[src/rtl/chunked_bump_allocator_unit_defines.svh]
// Assertion macros for the allocator RTL.
`ifndef CHUNKED_BUMP_ALLOCATOR_UNIT_DEFINES_SVH
`define CHUNKED_BUMP_ALLOCATOR_UNIT_DEFINES_SVH

// Same-cycle implication, sampled on clk, off while rst_n is low.
`define CBA_ASSERT_NOW(lbl, ante, cons, msg) \
  lbl: assert property (@(posedge clk) disable iff (!rst_n) (ante) |-> (cons)) \
    else $error(msg);

// Next-cycle implication, sampled on clk, off while rst_n is low.
`define CBA_ASSERT_NEXT(lbl, ante, cons, msg) \
  lbl: assert property (@(posedge clk) disable iff (!rst_n) (ante) |=> (cons)) \
    else $error(msg);

`endif

[src/rtl/cba_pkg.sv]
package cba_pkg;

  // Fixed widths of the transaction fields.
  localparam int CMD_W       = 1;
  localparam int BYTES_W     = 14;
  localparam int ALIGN_W     = 13;
  localparam int CHUNK_SEL_W = 3;
  localparam int STATUS_W    = 2;
  localparam int OFFSET_W    = 13;

  // Rounded size in granules never exceeds the raw byte count.
  localparam int Q_W = BYTES_W;

  localparam logic [CMD_W-1:0] CMD_ALLOC = 1'b0;
  localparam logic [CMD_W-1:0] CMD_FREE  = 1'b1;

  typedef enum logic [STATUS_W-1:0] {
    STAT_OK     = 2'd0,
    STAT_ALIGN  = 2'd1,
    STAT_SIZE   = 2'd2,
    STAT_NOFIT  = 2'd3
  } cba_status_t;

  // Broadcast to every cell during the commit cycle.
  typedef struct packed {
    logic                   alloc_go;
    logic                   free_go;
    logic [Q_W-1:0]         q;
    logic [CHUNK_SEL_W-1:0] chunk;
  } cba_ctl_t;

endpackage

[src/rtl/cba_cell.sv]
module cba_cell #(
  parameter int IDX     = 0,
  parameter int IDX_W   = 3,
  parameter int G_W     = 10,
  parameter int CAP_G   = 512,
  parameter int SAT_G   = 512,
  parameter bit HAS_REM = 1'b0
) (
  input  logic              clk,
  input  logic              rst_n,
  input  cba_pkg::cba_ctl_t ctl_i,
  input  logic              taken_i,
  input  logic [IDX_W-1:0]  idx_i,
  input  logic [G_W-1:0]    fg_i,
  output logic              taken_o,
  output logic [IDX_W-1:0]  idx_o,
  output logic [G_W-1:0]    fg_o
);
  import cba_pkg::*;

  localparam int S_W   = ((G_W > Q_W) ? G_W : Q_W) + 1;
  localparam bit REACH = (IDX < (1 << CHUNK_SEL_W));

  // Fill and freed counts, both in granules.
  logic [G_W-1:0] fill_r, fill_nxt;
  logic [G_W-1:0] freed_r, freed_nxt;
  logic [S_W-1:0] alloc_sum;
  logic [S_W-1:0] free_sum;
  logic [G_W-1:0] freed_sat;
  logic           fit;
  logic           win;
  logic           hit;

  always_comb begin
    alloc_sum = S_W'(fill_r) + S_W'(ctl_i.q);
    // A chunk filled exactly to the end never takes even a zero-size request.
    fit = (alloc_sum <= S_W'(CAP_G)) && (HAS_REM || (fill_r != G_W'(CAP_G)));
    win = ctl_i.alloc_go && fit && !taken_i;
    hit = ctl_i.free_go && REACH && (ctl_i.chunk == CHUNK_SEL_W'(IDX));

    // Past the granule capacity the freed count pins at the saturation mark.
    free_sum  = S_W'(freed_r) + S_W'(ctl_i.q);
    freed_sat = (free_sum > S_W'(CAP_G)) ? G_W'(SAT_G) : free_sum[G_W-1:0];

    fill_nxt  = fill_r;
    freed_nxt = freed_r;
    if (win) begin
      fill_nxt = alloc_sum[G_W-1:0];
    end
    if (hit) begin
      if (freed_sat == fill_r) begin
        fill_nxt  = '0;
        freed_nxt = '0;
      end else begin
        freed_nxt = freed_sat;
      end
    end
  end

  always_comb begin
    taken_o = taken_i || win;
    idx_o   = win ? IDX_W'(IDX) : idx_i;
    fg_o    = win ? fill_r : fg_i;
  end

  always_ff @(posedge clk) begin
    if (!rst_n) begin
      fill_r  <= '0;
      freed_r <= '0;
    end else begin
      fill_r  <= fill_nxt;
      freed_r <= freed_nxt;
    end
  end

endmodule

[src/rtl/chunked_bump_allocator_unit.sv]
// Chunked bump allocator: NUM_CHUNKS arenas of CHUNK_BYTES bytes each.
// Input channel (in_valid/in_stall): cmd 0 allocates byte_count bytes with
// the given alignment, cmd 1 frees byte_count bytes back to free_chunk.
// Sizes round up to GRANULE. Each transaction yields exactly one result on
// the output channel (out_valid/out_stall): status, chunk_index and offset.
// Allocation takes the lowest-numbered chunk whose tail fits; errors leave
// all state unchanged and report chunk 0, offset 0.
// The request is rounded and registered at acceptance, then the commit cycle
// runs the fit check through the chain of chunk cells, where each cell claims
// the request or hands it to its neighbor, and loads the result register that
// drives out_valid. No new transaction is taken before the last one commits.
// in_stall is high during the commit cycle, and stays high while a finished
// result waits in the output register and the next one is ready to commit.
// A stalled result holds its value on the output ports.
// Synchronous reset (rst_n low) empties all chunks and drops any pending
// result; the block takes transactions as soon as reset is released.
`include "chunked_bump_allocator_unit_defines.svh"

module chunked_bump_allocator_unit #(
  parameter int CHUNK_BYTES = 8192,
  parameter int NUM_CHUNKS  = 8,
  parameter int GRANULE     = 16
) (
  input  logic                              clk,
  input  logic                              rst_n,
  input  logic                              in_valid,
  output logic                              in_stall,
  input  logic [cba_pkg::CMD_W-1:0]         in_cmd,
  input  logic [cba_pkg::BYTES_W-1:0]       in_byte_count,
  input  logic [cba_pkg::ALIGN_W-1:0]       in_alignment,
  input  logic [cba_pkg::CHUNK_SEL_W-1:0]   in_free_chunk,
  output logic                              out_valid,
  input  logic                              out_stall,
  output logic [cba_pkg::STATUS_W-1:0]      out_status,
  output logic [cba_pkg::CHUNK_SEL_W-1:0]   out_chunk_index,
  output logic [cba_pkg::OFFSET_W-1:0]      out_offset
);
  import cba_pkg::*;

  // Granule bookkeeping, worked out at elaboration.
  localparam int CAP_G   = CHUNK_BYTES / GRANULE;
  localparam bit HAS_REM = (CHUNK_BYTES % GRANULE) != 0;
  localparam int SAT_G   = HAS_REM ? CAP_G + 1 : CAP_G;
  localparam int G_W     = $clog2(SAT_G + 1);
  localparam int IDX_W   = (NUM_CHUNKS > 1) ? $clog2(NUM_CHUNKS) : 1;
  localparam int CQ_W    = (G_W > Q_W) ? G_W : Q_W;

  // Rounding divide: exact reciprocal multiply, or a shift for powers of two.
  localparam bit G_POW2  = (GRANULE & (GRANULE - 1)) == 0;
  localparam int LOG_G   = $clog2(GRANULE);
  localparam int X_W     = BYTES_W + 1;
  localparam int SH      = X_W + LOG_G;
  localparam int M_W     = X_W + 2;
  localparam int RECIP   = ((1 << SH) + GRANULE - 1) / GRANULE;
  localparam int PROD_W  = X_W + M_W;

  typedef enum logic [1:0] {
    S_IDLE   = 2'b01,
    S_COMMIT = 2'b10
  } cba_state_t;

  cba_state_t               state_r, state_nxt;
  logic [CMD_W-1:0]         cmd_r;
  logic [Q_W-1:0]           q_r;
  logic                     align_bad_r;
  logic [CHUNK_SEL_W-1:0]   chunk_r;
  logic                     out_valid_r, out_valid_nxt;
  cba_status_t              out_status_r;
  logic [CHUNK_SEL_W-1:0]   out_chunk_r;
  logic [G_W-1:0]           out_fg_r;

  logic [X_W-1:0]           bytes_up;
  logic [PROD_W-1:0]        prod;
  logic [Q_W-1:0]           q_calc;
  logic                     in_take;
  logic                     commit;
  logic                     size_bad;
  cba_ctl_t                 ctl;

  logic                     link_taken [NUM_CHUNKS+1];
  logic [IDX_W-1:0]         link_idx   [NUM_CHUNKS+1];
  logic [G_W-1:0]           link_fg    [NUM_CHUNKS+1];

  assign bytes_up = X_W'(in_byte_count) + X_W'(GRANULE - 1);
  assign prod     = PROD_W'(bytes_up) * PROD_W'(RECIP);
  assign q_calc   = G_POW2 ? Q_W'(bytes_up >> LOG_G) : Q_W'(prod >> SH);

  assign in_stall = (state_r != S_IDLE);
  assign in_take  = in_valid && !in_stall;
  assign commit   = (state_r == S_COMMIT) && (!out_valid_r || !out_stall);
  assign size_bad = (CQ_W'(q_r) > CQ_W'(CAP_G));

  always_comb begin
    ctl.alloc_go = commit && (cmd_r == CMD_ALLOC) && !align_bad_r && !size_bad;
    ctl.free_go  = commit && (cmd_r == CMD_FREE);
    ctl.q        = q_r;
    ctl.chunk    = chunk_r;
  end

  // Head of the chain: nothing claimed yet.
  assign link_taken[0] = 1'b0;
  assign link_idx[0]   = '0;
  assign link_fg[0]    = '0;

  for (genvar i = 0; i < NUM_CHUNKS; i++) begin : g_cell
    cba_cell #(
      .IDX     (i),
      .IDX_W   (IDX_W),
      .G_W     (G_W),
      .CAP_G   (CAP_G),
      .SAT_G   (SAT_G),
      .HAS_REM (HAS_REM)
    ) u_cell (
      .clk     (clk),
      .rst_n   (rst_n),
      .ctl_i   (ctl),
      .taken_i (link_taken[i]),
      .idx_i   (link_idx[i]),
      .fg_i    (link_fg[i]),
      .taken_o (link_taken[i+1]),
      .idx_o   (link_idx[i+1]),
      .fg_o    (link_fg[i+1])
    );
  end

  always_comb begin
    state_nxt = state_r;
    case (state_r)
      S_IDLE: begin
        if (in_take) begin
          state_nxt = S_COMMIT;
        end
      end
      S_COMMIT: begin
        if (commit) begin
          state_nxt = S_IDLE;
        end
      end
      default: begin
        state_nxt = S_IDLE;
      end
    endcase
  end

  always_comb begin
    out_valid_nxt = out_valid_r;
    if (commit) begin
      out_valid_nxt = 1'b1;
    end else if (out_valid_r && !out_stall) begin
      out_valid_nxt = 1'b0;
    end
  end

  always_ff @(posedge clk) begin
    if (!rst_n) begin
      state_r     <= S_IDLE;
      out_valid_r <= 1'b0;
    end else begin
      state_r     <= state_nxt;
      out_valid_r <= out_valid_nxt;
    end
  end

  // Request registers, loaded at acceptance.
  always_ff @(posedge clk) begin
    if (in_take) begin
      cmd_r       <= in_cmd;
      q_r         <= q_calc;
      align_bad_r <= (in_alignment > ALIGN_W'(GRANULE));
      chunk_r     <= in_free_chunk;
    end
  end

  // Result register, loaded in the commit cycle.
  always_ff @(posedge clk) begin
    if (commit) begin
      out_status_r <= STAT_OK;
      out_chunk_r  <= '0;
      out_fg_r     <= '0;
      if (cmd_r == CMD_FREE) begin
        out_chunk_r <= chunk_r;
      end else if (align_bad_r) begin
        out_status_r <= STAT_ALIGN;
      end else if (size_bad) begin
        out_status_r <= STAT_SIZE;
      end else if (link_taken[NUM_CHUNKS]) begin
        out_chunk_r <= CHUNK_SEL_W'(link_idx[NUM_CHUNKS]);
        out_fg_r    <= link_fg[NUM_CHUNKS];
      end else begin
        out_status_r <= STAT_NOFIT;
      end
    end
  end

  assign out_valid       = out_valid_r;
  assign out_status      = out_status_r;
  assign out_chunk_index = out_chunk_r;
  assign out_offset      = OFFSET_W'(out_fg_r * GRANULE);

  `CBA_ASSERT_NEXT(a_take_to_commit, in_take, state_r == S_COMMIT, "accept did not start commit")
  `CBA_ASSERT_NEXT(a_align_status, commit && (cmd_r == CMD_ALLOC) && align_bad_r, out_valid && (out_status == STAT_ALIGN) && (out_offset == '0), "bad alignment not flagged")
  `CBA_ASSERT_NEXT(a_free_result, commit && (cmd_r == CMD_FREE), out_valid && (out_status == STAT_OK) && (out_offset == '0), "free result malformed")
  `CBA_ASSERT_NOW(a_commit_blocks_input, state_r == S_COMMIT, in_stall, "input open during commit")

endmodule

[config.mk]
export PLATFORM = sky130hd
export DESIGN_NAME = chunked_bump_allocator_unit
export DESIGN_NICKNAME = d
export VERILOG_FILES = /design/src/rtl/cba_pkg.sv /design/src/rtl/cba_cell.sv /design/src/rtl/chunked_bump_allocator_unit.sv
export VERILOG_INCLUDE_DIRS = /design/src /design/src/rtl
export SDC_FILE = /design/constraint.sdc
export NUM_CORES = 1
export LEC_CHECK = 0
export BUFFER_PORTS_ARGS = -buffer_cell sky130_fd_sc_hd__buf_2
export CAP_MARGIN = 20
export CORE_UTILIZATION = 58
export DETAILED_ROUTE_END_ITERATION = 10
export PLACE_DENSITY = 0.88
export SYNTH_ARGS = -nofsm -noshare
export SYNTH_HDL_FRONTEND = slang
export SYNTH_SLANG_ARGS = --single-unit
[constraint.sdc]
create_clock -name clk -period 4.5 [get_ports clk]
set_input_delay 0.225 -clock clk [delete_from_list [all_inputs] [get_ports clk]]
set_output_delay 0.225 -clock clk [all_outputs]
set_load 0.01 [all_outputs]
* Word-level counts from Yosys, hierarchy flattened
Cells that the tools add are included.
** Word-level totals
- Memories :: 0
- Bits in read-only memories :: 0
- Output and inout bits :: 20
- Bits in writable memories :: 0
- Bits in latches :: 0
- Bits in registers :: 193
** Cells by class
- $mul :: 0
- Eq/ne operators :: 28
- Div/mod/pow operators :: 0
- Magnitude comparators :: 18
- Add/sub/neg operators :: 17
- Shift-type cells :: 0
- Reductions and logical operators :: 63
- Bitwise logic cells :: 2
- Mux-type cells :: 67
** Operators with widths (count)
- two-way mux 10 bit :: 40
- adder 10 x 11 -> 12 bit :: 16
- greater-than comparator 15 x 10 -> 1 bit, second input constant :: 8
- <= comparator 15 x 10 -> 1 bit, second input constant :: 8
- == test 10 bit :: 8
- != test 10 bit, second input constant :: 8
- two-way mux 9 bit :: 8
- logical AND 1 bit :: 38
- two-way mux 3 bit :: 8
- adder 14 x 4 -> 15 bit, second input constant :: 1
- greater-than comparator 13 x 5 -> 1 bit, second input constant :: 1
- == test 3 bit, second input constant :: 4
- logical NOT 1 bit :: 12
- two-way mux 2 bit :: 6
- greater-than comparator 11 x 10 -> 1 bit, second input constant :: 1
- logical OR 1 bit :: 8
- == test 3 x 2 -> 1 bit, second input constant :: 2
- two-way mux 1 bit :: 4
- != test 2 bit, second input constant :: 2
- one-hot mux 2 bit (2 select lines) :: 1
- OR reduction 4 bit :: 1
- == test 3 x 1 -> 1 bit, second input constant :: 1
- logical NOT 3 bit :: 1
- == test 2 x 1 -> 1 bit, second input constant :: 1
- 6 further kinds :: 7

* Depth between registers and ports, before layout
- Word-level depth :: 32
- Mapped depth :: 15
- Gate-level depth less buffers :: 13

* By module
From an unflattened synthesis, not the netlist that was laid out.
** Second synthesis, totals
- Cell total of the unflattened synthesis :: 2316
- Area total of the unflattened synthesis :: 20322.0 um^2
** Modules (own cells, without submodules)
- cba_cell at g_cell[3].u_cell ... :: instances 2, cells an instance 277, seq. area each 400.4 um^2, area each 2331.0 um^2
- cba_cell at g_cell[0].u_cell :: instances 1, cells an instance 274, seq. area each 400.4 um^2, area each 2436.1 um^2
- cba_cell at g_cell[7].u_cell :: instances 1, cells an instance 289, seq. area each 400.4 um^2, area each 2364.8 um^2
- cba_cell at g_cell[2].u_cell :: instances 1, cells an instance 266, seq. area each 400.4 um^2, area each 2342.2 um^2
- cba_cell at g_cell[4].u_cell :: instances 1, cells an instance 267, seq. area each 400.4 um^2, area each 2341.0 um^2
- cba_cell at g_cell[6].u_cell :: instances 1, cells an instance 284, seq. area each 400.4 um^2, area each 2341.0 um^2
- cba_cell at g_cell[1].u_cell :: instances 1, cells an instance 266, seq. area each 400.4 um^2, area each 2287.2 um^2
- chunked_bump_allocator_unit :: instances 1, cells an instance 116, seq. area each 960.9 um^2, area each 1547.7 um^2

* Worst setup path before layout
OpenSTA, ideal clock, no wires.
- Path type :: register -> register
- From :: register q_r[1]
- To :: register g_cell[0].u_cell.fill_r[0]
- Slack :: -0.059 ns
- Arrival time :: 4.417 ns
- Setup time :: 0.142 ns
- Path buffers :: 2
- Cell stages (with the launch flop) :: 15
- Data required time :: 4.358 ns
- Path through :: edfxtp_1 -> inv_1 -> fa_1 -> nand2b_1 -> a21oi_1 -> o21bai_2 -> xnor2_2 -> or4_1 -> a211o_1 -> a21oi_4 -> buf_6 -> a21oi_2 -> a221oi_2 -> buf_6 -> a211oi_2
** On the way
- Longest elaborated chain between the ends :: 7
- Elaborated cells on any way between the ends :: 14
- Classes of those cells :: add/sub (2); order compare (3); eq/ne (1); mux (4); reduce/logical (4)
** Ends and longest elaborated chain
- start, declared :: line chunked_bump_allocator_unit.sv:64 : logic [Q_W-1:0] q_r;
- start signal, assigned :: line chunked_bump_allocator_unit.sv:168 : q_r <= q_calc;
- branches (longest 6 deep; another with greater-than comparator 15 x 10 -> 1 bit)
- two-way mux 10 bit (*) :: line cba_cell.sv:50 : if (hit) begin
- end signal, assigned :: line cba_cell.sv:71 : fill_r <= fill_nxt;
- end, declared :: line cba_cell.sv:25 : logic [G_W-1:0] fill_r, fill_nxt;
Every way passes the cells marked *.
A chain may end at the register's enable or synchronous reset.

* Worst setup path in the final report
- From :: register q_r[0]
- To :: register out_fg_r[3], data pin
** On the way
- Longest elaborated chain between the ends :: 27
- Elaborated cells on any way between the ends :: 66
- Classes of those cells :: add/sub (8); order compare (9); mux (8); bitwise (1); reduce/logical (40)
** Ends and longest elaborated chain
- adder 10 x 11 -> 12 bit / greater-than comparator 11 x 10 -> 1 bit (equally long branches) :: line cba_cell.sv:35, chunked_bump_allocator_unit.sv:91
- <= comparator 15 x 10 -> 1 bit / logical NOT 1 bit (equally long branches) :: line cba_cell.sv:37, chunked_bump_allocator_unit.sv:94
- logical AND 1 bit, on equally long branches :: line cba_cell.sv:37, chunked_bump_allocator_unit.sv:94
- logical AND 1 bit :: line cba_cell.sv:38 : win = ctl_i.alloc_go && fit && !taken_i;
- logical NOT 1 bit :: line cba_cell.sv:38
- logical AND 1 bit :: line cba_cell.sv:38
- logical OR 1 bit :: line cba_cell.sv:61 : taken_o = taken_i || win;
- logical NOT 1 bit :: line cba_cell.sv:38
- [... 11 more ...]
- logical NOT 1 bit :: line cba_cell.sv:38
- logical AND 1 bit :: line cba_cell.sv:38
- logical OR 1 bit :: line cba_cell.sv:61
- logical NOT 1 bit :: line cba_cell.sv:38
- logical AND 1 bit :: line cba_cell.sv:38
- logical OR 1 bit :: line cba_cell.sv:61
- inverter 1 bit (no source line)
- OR reduction 4 bit (no source line)
- end signal, assigned :: line chunked_bump_allocator_unit.sv:188 : out_fg_r <= link_fg[NUM_CHUNKS];
- end, declared :: line chunked_bump_allocator_unit.sv:70 : logic [G_W-1:0] out_fg_r;
Parallel ways exist; a longest one is shown, timed or not.

==> flow_summary.toml <==
[logic_synthesis]
synth.distinct_cells = 111
syn_inst = 2195
yosys.area_share.simple = 0.2125
synth_compound_area_frac = 0.2929
synth_xor_area_frac = 0.05611
syn_avg_cell_area_um2 = 8.239
synth_top_family_by_area = "compound AO/OA/AOI/OAI gates"
muxShareOfSynthArea = 0.04013
synthTopCellsByCount = "nand2_1 (167), dfxtp_1 (163), nor2_1 (162), ha_1 (160), a21oi_1 (129)"
ys.flop_type = "dfxtp_1"
yosys-top-cells-area = "dfxtp_1 (18%), ha_1 (11%), edfxtp_1 (5.0%), a21oi_1 (3.6%), nand2_1 (3.5%)"
synthArstFlopShare = 0
yosysWarningCount = 0
yosys.area_share.adder = 0.1284
synth_area_um2 = 18080
yosysTopAreaCell = "dfxtp_1"
seq_area_frac_synth = 0.2302
synth_top_cell_area_share = 0.1804
synth_edf_count = 30
yosysMostFrequentCell = "nand2_1"
synth-seq-cells = 193

[floorplanning]
num_rows = 64
initial_utilization = 0.5897
io_pins = 55
core_area_um2 = 30670
die_area_um2 = 31890
die_h_um = 178.6
fp.dieW_um = 178.6

[worst_setup_path]
r2r_slack_ns = 0.19
cp_slowest_stage_delay_ns = 0.52
arrival_ns = 4.54
crit_chain = "ha_1 > fa_1 > a21oi_1 > o211ai_1 > a21o_1 > a2111o_1 > o41a_1 > o21ai_4 > nand4bb_1 > buf_4 > nor3_1 > nor4b_1 > o21ai_1"
critPathKind = "reg -> reg"
start_kind = "flop"
slowest_stage = "o41a_1"
worstPathRequired_ns = 4.73
path_buf_inv = 1
crit_fanout = 18
crit_family = "compound AO/OA/AOI/OAI gates"
worst_setup_path_end_kind = "flop"

[power]
powerDensity_nw_per_um2 = 206.9
peakVddDrop_mv = 0.2982
pwr-share-clk = 0.374
internal_power_mw = 2.800
p_leak_nw = 8.070
combPwrFrac = 0.194
switching_share = 0.3250
p_sw_mw = 1.348
seq_power_share = 0.431

[outcome]
status = "finished clean"

[sta]
finalHoldViolCount = 0
finalCriticalPeriod_ns = 4.309
fin_setup_tns_ns = 0
finalCritPeriodShare = 0.9576
skew_ns = 0.01776
slew_viol_final = 0
fmax_mhz = 232.1
slew_headroom = 0.3465
worst_pin_slew_ns = 0.9803
finalSetupViolations = 0

[drt]
drt-total-wl_um = 58400
antenna_left = 0
viasPerCell = 6.850
initialDrtViolationCount = 1868
drc = 0
via_count = 18650
wl_per_cell_um = 21.46
drt-pass1-iter-count = 8

[finish]
seqCellArea_um2 = 4164
design_area_um2 = 20050
drive_above_1_share = 0.1282
multi_input_area_um2 = 13310
syn_to_final_growth_pct = 10.89
nFillCells = 2619
nets = 2523

[global_route]
grt_pass1_vias = 17450
grtUsageTotal = 0.3661
grt_pass1_wl_um = 91310
grt-ovfl-total = 0
antenna_found_initial = 0
grt_max_degree = 45

[clock_network]
cts.path.max_buffers = 2
tritoncts = "done"
clk_latency_ns = 0.47
htreeDepth = 4
clkSlewWorstSetupHoldPaths_ns = 0.09
numCtsBuffers = 17
ctsRootBufferMaster = "clkbuf_16"
cts.sink_count = 193

[placement]
io_buffers = 50
dpl.hpwl_um = 43890
place_area_um2 = 19330
finalWeightedCongestion = 0.9870

[job]
maxCapViolations = 0

[worst_hold_path]
hold_path.class = "in -> reg"
[cells in the final DEF, fill, tap and decap left out, types with 18 or more instances in the layout]
cell type	Yosys	routed
o211ai_1	32	32
o21ai_0	121	121
a21o_1	38	38
or2_2	22	22
a21oi_1	129	127
o221ai_1	19	18
buf_2	17	50
and3_1	20	20
edfxtp_1	30	30
nand2b_1	24	24
o31ai_1	34	34
o21a_1	47	47
nor2_1	162	161
nand3_1	48	48
buf_4	7	102
a31oi_1	20	20
dfxtp_1	163	163
nand2_1	167	166
or4_1	19	19
nor2b_1	25	25
xnor2_1	64	63
mux2i_1	59	59
xor2_1	50	50
a211oi_1	57	56
inv_1	105	104
nor4_1	26	26
ha_1	160	160
nor3_1	98	95
or3_1	30	29
[layer usage]
layer | vias to the layer above | GRT usage | part of all wire | wire (µm)
li1 | 8676 | - | - | -
met1 | 8848 | 0.4788 | 0.42 | 24450
met2 | 930 | 0.5733 | 0.44 | 25840
met3 | 192 | 0.08483 | 0.098 | 5722
met4 | 0 | 0.1589 | 0.041 | 2391
met5 | - | 0 | 0 | 0
[final timing paths]
check | startpoint | end | cells past startpoint
setup / recovery | q_r[0] | out_fg_r[3] | 13
hold / removal | in_alignment[12] | align_bad_r | 3
setup reg to reg | q_r[0] | out_fg_r[3] | 13
hold reg to reg | g_cell[5].u_cell.freed_r[6] | g_cell[5].u_cell.freed_r[6] | 2
[through the flow]
stage	worst slack, ns	util	power (mW)	std cells	hold WS, ns
after floorplan	-0.02998	-	2.347	2198	0.3239
after global placement	0.2950	0.6303	2.576	2676	0.4038
after detailed placement	0.2327	0.6303	2.596	2676	0.4067
after CTS	0.1796	0.6501	4.121	2712	0.01675
after global routing	-0.02006	0.6538	4.290	2721	0.03670
final	0.1907	0.6539	4.148	2722	0.02165
[area by class of cell]
| class | instances | area share |
|---|---|---|
| timing repair buffer | 159 | 0.05522 |
| sequential | 193 | 0.2076 |
| antenna | 1 | 0.0001248 |
| multi-input combinational | 1835 | 0.6639 |
| tap | 396 | 0.02471 |
| clock inverter | 14 | 0.006988 |
| inverter | 106 | 0.02003 |
| clock buffer | 18 | 0.02140 |
[power by group through the flow]
stage                     Clock (mW)  Combinational [mW]  Sequential (mW)
after floorplan                    0               0.513             1.83
after detailed placement           0               0.769             1.83
after global placement             0               0.749             1.83
after global routing            1.63               0.868             1.79
final                           1.55               0.807             1.79
after CTS                       1.56               0.777             1.79
[worst register-to-register path: stages, from the launching register on]
cell	delay, ns
edfxtp_1	0.51
ha_1	0.29
fa_1	0.43
a21oi_1	0.25
o211ai_1	0.19
a21o_1	0.23
a2111o_1	0.41
o41a_1	0.52
o21ai_4	0.32
nand4bb_1	0.23
buf_4	0.24
nor3_1	0.08
nor4b_1	0.26
o21ai_1	0.11
[state kept, by name, summed over array words and instances (netlist names)]
signal and flops:
out_fg_r 9, q_r 11, align_bad_r 1, g_cell.u_cell.freed_r 80, out_chunk_index 3, cmd_r 1
chunk_r 3, out_valid 1, out_status 2, state_r 2, g_cell.u_cell.fill_r 80
[cell families (layout without fill, tap and decap cells)]
kind of cell | after synthesis | count (layout)
AOI/OAI and AO/OA | 731 | 731
xor gates and xnor gates | 115 | 115
adders and majority gates | 176 | 176
buffers and inverters | 170 | 297
DFF | 193 | 193
muxes | 71 | 71
other | 1 | 5
and+or+nand+nor | 738 | 738
[timing repair]
item / 4_1_cts / 5_1_grt
setup endpoints to repair: 0 / 107
hold buffers: 4 / 0
buffers inserted: 0 / 9
hold endpoints to repair: 4 / 0
resized for setup: 0 / 10
(Power assumes the default switching activity.)
